===== config.mk =====
export PLATFORM = sky130hd
export DESIGN_NAME = fdtd_qmul
export DESIGN_NICKNAME = d
export VERILOG_FILES = /design/src/rtl/core/fdtd_pkg.sv /design/src/rtl/core/fdtd_qmul.sv
export SDC_FILE = /design/constraint.sdc
export NUM_CORES = 2
export LEC_CHECK = 0
export BUFFER_PORTS_ARGS = -buffer_cell sky130_fd_sc_hd__buf_2
export CORE_ASPECT_RATIO = 1.1
export CORE_MARGIN = 2
export CORE_UTILIZATION = 38
export CTS_CLUSTER_DIAMETER = 80
export DETAILED_ROUTE_END_ITERATION = 16
export PLACE_DENSITY = 0.51
export SYNTH_ARGS = -nofsm -noshare
export SYNTH_HDL_FRONTEND = slang
export SYNTH_SLANG_ARGS = --single-unit

===== constraint.sdc =====
create_clock -name i_clk -period 10.75 [get_ports i_clk]
set_clock_uncertainty 0.1 [all_clocks]
set_input_delay 2.15 -clock i_clk [delete_from_list [all_inputs] [get_ports i_clk]]
set_output_delay 2.15 -clock i_clk [all_outputs]
set_load 0.01 [all_outputs]

===== src/rtl/core/fdtd_pkg.sv =====
package fdtd_pkg;

    // grid and number format
    localparam int CELLS     = 1024;
    localparam int ADDR_W    = $clog2(CELLS);
    localparam int MATERIALS = 2;
    localparam int MAT_W     = 1;
    localparam int FW        = 32;          // field width, Q16.16
    localparam int FRAC      = 16;          // fraction bits
    localparam int SW        = FW + 2;      // headroom for three-term sums
    localparam int CFG_IDX_W = 3;

    typedef logic [ADDR_W-1:0]     t_addr;
    typedef logic signed [FW-1:0]  t_word;
    typedef logic signed [SW-1:0]  t_wide;
    typedef logic [MAT_W-1:0]      t_mat;
    typedef logic [1:0]            t_cmd;
    typedef logic [1:0]            t_src_kind;
    typedef logic [CFG_IDX_W-1:0]  t_cfg_idx;
    typedef logic [1:0]            t_cfg_field;

    // commands
    localparam t_cmd CMD_LOAD = 2'd0;
    localparam t_cmd CMD_STEP = 2'd1;
    localparam t_cmd CMD_READ = 2'd2;

    // source kinds
    localparam t_src_kind SRC_HARD = 2'd1;
    localparam t_src_kind SRC_SOFT = 2'd2;

    // coefficient slot within one material's group of registers
    localparam t_cfg_field CF_SIGMA  = 2'd0;
    localparam t_cfg_field CF_E_COEF = 2'd1;
    localparam t_cfg_field CF_H_COEF = 2'd2;
    localparam t_cfg_field CF_INV_DX = 2'd3;

    typedef struct packed {
        t_word sigma;
        t_word e_coef;
        t_word h_coef;
        t_word inv_dx;
    } t_coef;

    // saturated value with its clip flag
    typedef struct packed {
        logic  sat;
        t_word val;
    } t_clip;

    typedef enum logic [18:0] {
        S_CLEAR  = 19'(1 << 0),
        S_IDLE   = 19'(1 << 1),
        S_RDDATA = 19'(1 << 2),
        S_E_INIT = 19'(1 << 3),
        S_E_LOAD = 19'(1 << 4),
        S_E_MJ   = 19'(1 << 5),
        S_E_MC   = 19'(1 << 6),
        S_E_S    = 19'(1 << 7),
        S_E_MU   = 19'(1 << 8),
        S_E_WR   = 19'(1 << 9),
        S_SRC_RD = 19'(1 << 10),
        S_SRC_WR = 19'(1 << 11),
        S_H_INIT = 19'(1 << 12),
        S_H_LOAD = 19'(1 << 13),
        S_H_D    = 19'(1 << 14),
        S_H_M    = 19'(1 << 15),
        S_H_WR   = 19'(1 << 16),
        S_H_ZERO = 19'(1 << 17),
        S_DONE   = 19'(1 << 18)
    } t_state;

endpackage


===== src/rtl/core/fdtd_qmul.sv =====
module fdtd_qmul (
    input  logic            i_clk,
    input  fdtd_pkg::t_word i_a,
    input  fdtd_pkg::t_word i_b,
    output fdtd_pkg::t_clip o_q
);
    import fdtd_pkg::*;

    logic signed [2*FW-1:0] r_prod;
    logic                   hi_same;

    // full product registered, result in the cycle after the operands
    always_ff @(posedge i_clk) begin
        r_prod <= i_a * i_b;
    end

    // drop fraction bits (floor), then clip to the field range
    assign hi_same = (&r_prod[2*FW-1:FW-1+FRAC]) | ~(|r_prod[2*FW-1:FW-1+FRAC]);

    always_comb begin
        o_q.sat = ~hi_same;
        if (hi_same) begin
            o_q.val = r_prod[FW-1+FRAC:FRAC];
        end else if (r_prod[2*FW-1]) begin
            o_q.val = {1'b1, {(FW-1){1'b0}}};
        end else begin
            o_q.val = {1'b0, {(FW-1){1'b1}}};
        end
    end

endmodule


; ---- After elaboration in Yosys (flattened, before gate mapping)
; Cells that the tools add are included.
; W data, S select, Z words.
[op_classes]
reduce_logical = 2
mux = 2
bitwise = 3
multipliers = 1
[op_table]
columns = operator, n
row1 = $mul A32 B32 Y64, 1
row2 = $mux W32, 2
row3 = $reduce_and A17 Y1, 1
row4 = $reduce_or A17 Y1, 1
row5 = $not A1 Y1, 2
row6 = $or A1 B1 Y1, 1
[word_totals]
regBits = 64
out_inout_bits = 33
input_bits = 65
elab_cells = 9

; ---- Depth between registers and ports, before layout
[depth]
word_depth = 4
mapped_depth = 28
ltp_nobuf = 26

; ---- Worst setup path after synthesis
; No wires, ideal clock.
[synth_timing]
kind = input to register
start = input port i_b[2]
end = register r_prod[57]
t_arrival_ns = 9.451
t_required_ns = 10.578
path_slack_ns = 1.127
n_path_buf = 1
setup_ns = 0.072
stages = 24
path_cell_list = clkbuf_1 -> nand2_1 -> inv_1 -> fa_1 -> fa_1 -> fa_1 -> fa_1 -> inv_1 -> fa_1 -> inv_1 -> fa_1 -> inv_1 -> fa_1 -> inv_1 -> fa_1 -> ha_1 -> and3_1 -> a31oi_1 -> o221ai_1 -> or4_4 -> o21ai_4 -> and3b_1 -> a21oi_2 -> xnor2_1
[synth_between]
elab_chain_cells = 1
[synth_lines]
columns = item, line
row1 = from (decl), fdtd_qmul.sv:4  ; input fdtd_pkg::t_word i_b,
row2 = $mul A32 B32 Y64, fdtd_qmul.sv:14  ; r_prod <= i_a * i_b;
row3 = to (signal assigned), fdtd_qmul.sv:14
row4 = to (decl), fdtd_qmul.sv:9  ; logic signed [2*FW-1:0] r_prod;
; Every way passes these cells.

; ---- Worst setup path after layout
; Same ends and word-level chain as after synthesis.

==> impl_metrics.csv <==
group,metric,value,unit
final_layout,postLayoutCellArea,38800,µm²
setup_path,cp_slowest_stage_delay,0.54,ns
logic_synthesis,synth_edf_count,0,
grt,grt_pass1_wl,163000,µm
setup_path,crit_top_cell,"fa_1",
logic_synthesis,synth_cell_type_count,62,
routing,drtAntennaViolNets,0,
setup_path,crit_path_start_kind,"primary input",
logic_synthesis,ys.flop_type,"dfxtp_1",
clocking,cts_num_sinks,48,
clocking,ctsHtreeMaxLevel,2,
run,max_cap_viol_count,0,
placed_design,place_congestion,0.862,
sta,slew_viol_final,0,
die,die_h,331,µm
final_layout,drive_gt1_share,5.06,%
logic_synthesis,synth.top_cell.area_share,58.7,%
grt,grtUsageTotal,21.7,%
logic_synthesis,yosysMostFrequentCell,"fa_1",
placed_design,dpl_cell_area,38600,µm²
sta,finalSetupTns,0,ns
final_layout,max_flop_register,"r_prod",
clocking,post_cts_resized,0,
logic_synthesis,synth_area_leaders,"fa_1 59%, inv_1 9.8%, and2_1 8.7%",
sta,finalHoldViolCount,0,
grt,grt_max_degree,34,
die,start_util,38.4,%
final_layout,largest_reg_flops,48,
sta,slew_headroom,40.2,%
setup_path,critPathArrivalTime,9.85,ns
setup_path,cp-end-kind,"flip-flop",
setup_path,cpMaxStageDelayCell,"fa_1",
die,ioPinCount,98,
sta,min_period,9.72,ns
clocking,path_clk_slew,0.07,ns
logic_synthesis,synth_nets,5195,
placed_design,dp_hpwl,89200,µm
sta,rsz0062_at_grt,"false",
setup_path,crit_family,"adder cells",
setup_path,critPathKind,"in2reg",
sta,period_share,90.4,%
clocking,cts_tree,"built",
logic_synthesis,ys_seq_area_share,2.61,%
logic_synthesis,synthCells,3869,
die,die_area,99500,µm²
routing,vias_per_cell,4.85,
min_path,hold_path.class,"in2reg",
setup_path,crit_buf_inv,7,
sta,fmax,103,MHz
setup_path,cp_max_fo,25,
clocking,postCtsHoldBufs,0,
routing,vias,24700,
logic_synthesis,synth.ff_latch_count,48,
routing,drtPass1Iterations,6,
final_layout,fin_nets,5156,
clocking,cts_buffer_depth,2,
grt,grt_pass1_vias,28000,
die,die_w,301,µm
clocking,root_buffer,"clkbuf_16",
routing,drc,0,
logic_synthesis,ys_warn_count,0,
routing,wirelength,103000,µm
logic_synthesis,synth_area_per_cell,9.52,µm²
final_layout,top_regs,"r_prod x48",
sta,setup-violations-final,0,
final_layout,area_delta_synth_final,5.31,%
logic_synthesis,synth_common_cells,"1081 x fa_1, 961 x inv_1, 513 x nand2_1",
logic_synthesis,syn_area,36800,µm²
grt,grt_overflow,0,
sta,worst_slew_pin_slew,0.896,ns
grt,antenna_found_initial,7,
placed_design,portBuffers,97,
run_status,status,"completed",
clocking,cts_made_buffers,5,
clocking,post_cts_buffers,0,
routing,routedWlPerCell,20.1,µm
logic_synthesis,synth_area_leader_cell,"fa_1",
die,fp-row-count,119,
setup_path,crit_required,10.88,ns
routing,drtIter0Drc,1008,
logic_synthesis,async_flop_share,0,%
die,coreArea,95900,µm²
-- worst paths after layout --
check / start / cells past startpoint / slack, ns / endpoint
min: i_a[0] / 7 / 2.83 / r_prod[28]$_DFF_P_
max: i_b[2] / 25 / 1.03 / r_prod[57]$_DFF_P_
-- cell usage in the layout, fill, tap and decap left out, drive strengths merged, types with 17 or more instances in the layout --
cell type / count
nand2: 513
buf: 164
xor2: 18
nor2: 45
o21ai: 29
ha: 180
nand4: 17
dfxtp: 48
a21o: 54
inv: 963
xnor2: 46
fa: 1081
and2: 510
a21oi: 53
-- cell type report --
type | count | area [µm²]
fill | 9712 | 57100
multi-input combinational | 2649 | 31500
inverter | 962 | 3610
tap | 1270 | 1590
timing repair buffer | 164 | 988
sequential | 48 | 961
clock buffer | 6 | 139
clock inverter | 2 | 13.8
antenna | 1 | 2.50
-- stage by stage --
| step | setup slack (ns) | instances | hold slack (ns) | utilization, % |
|---|---|---|---|---|
| after floorplan | 1.13 | 3869 | 2.47 | - |
| after global placement | 0.719 | 5093 | 2.55 | 40.3 |
| after detailed placement | 0.686 | 5093 | 2.55 | 40.3 |
| after CTS | 1.01 | 5101 | 2.82 | 40.5 |
| after global routing | 0.623 | 5102 | 2.86 | 40.5 |
| final | 1.03 | 5102 | 2.83 | 40.5 |
-- routing by layer --
layer | share of wire (%) | track usage, %
met1 | 38 | 25.2
met2 | 55 | 41.3
met3 | 2.4 | 1.63
met4 | 4.6 | 8.31
met5 | 0.023 | 0
-- cells by family after synthesis --
group | Yosys count | share of synthesized area, %
AOI/OAI and AO/OA | 180 | 3.43
xor gates and xnor gates | 64 | 1.52
adders and majority gates | 1261 | 64.8
buffers and inverters | 1172 | 12.0
DFF | 48 | 2.61
and+or+nand+nor | 1144 | 15.6
Power is left out: the tool's default activity adds up to more than one toggle a clock period on the data nets, which glitch-free logic cannot reach.
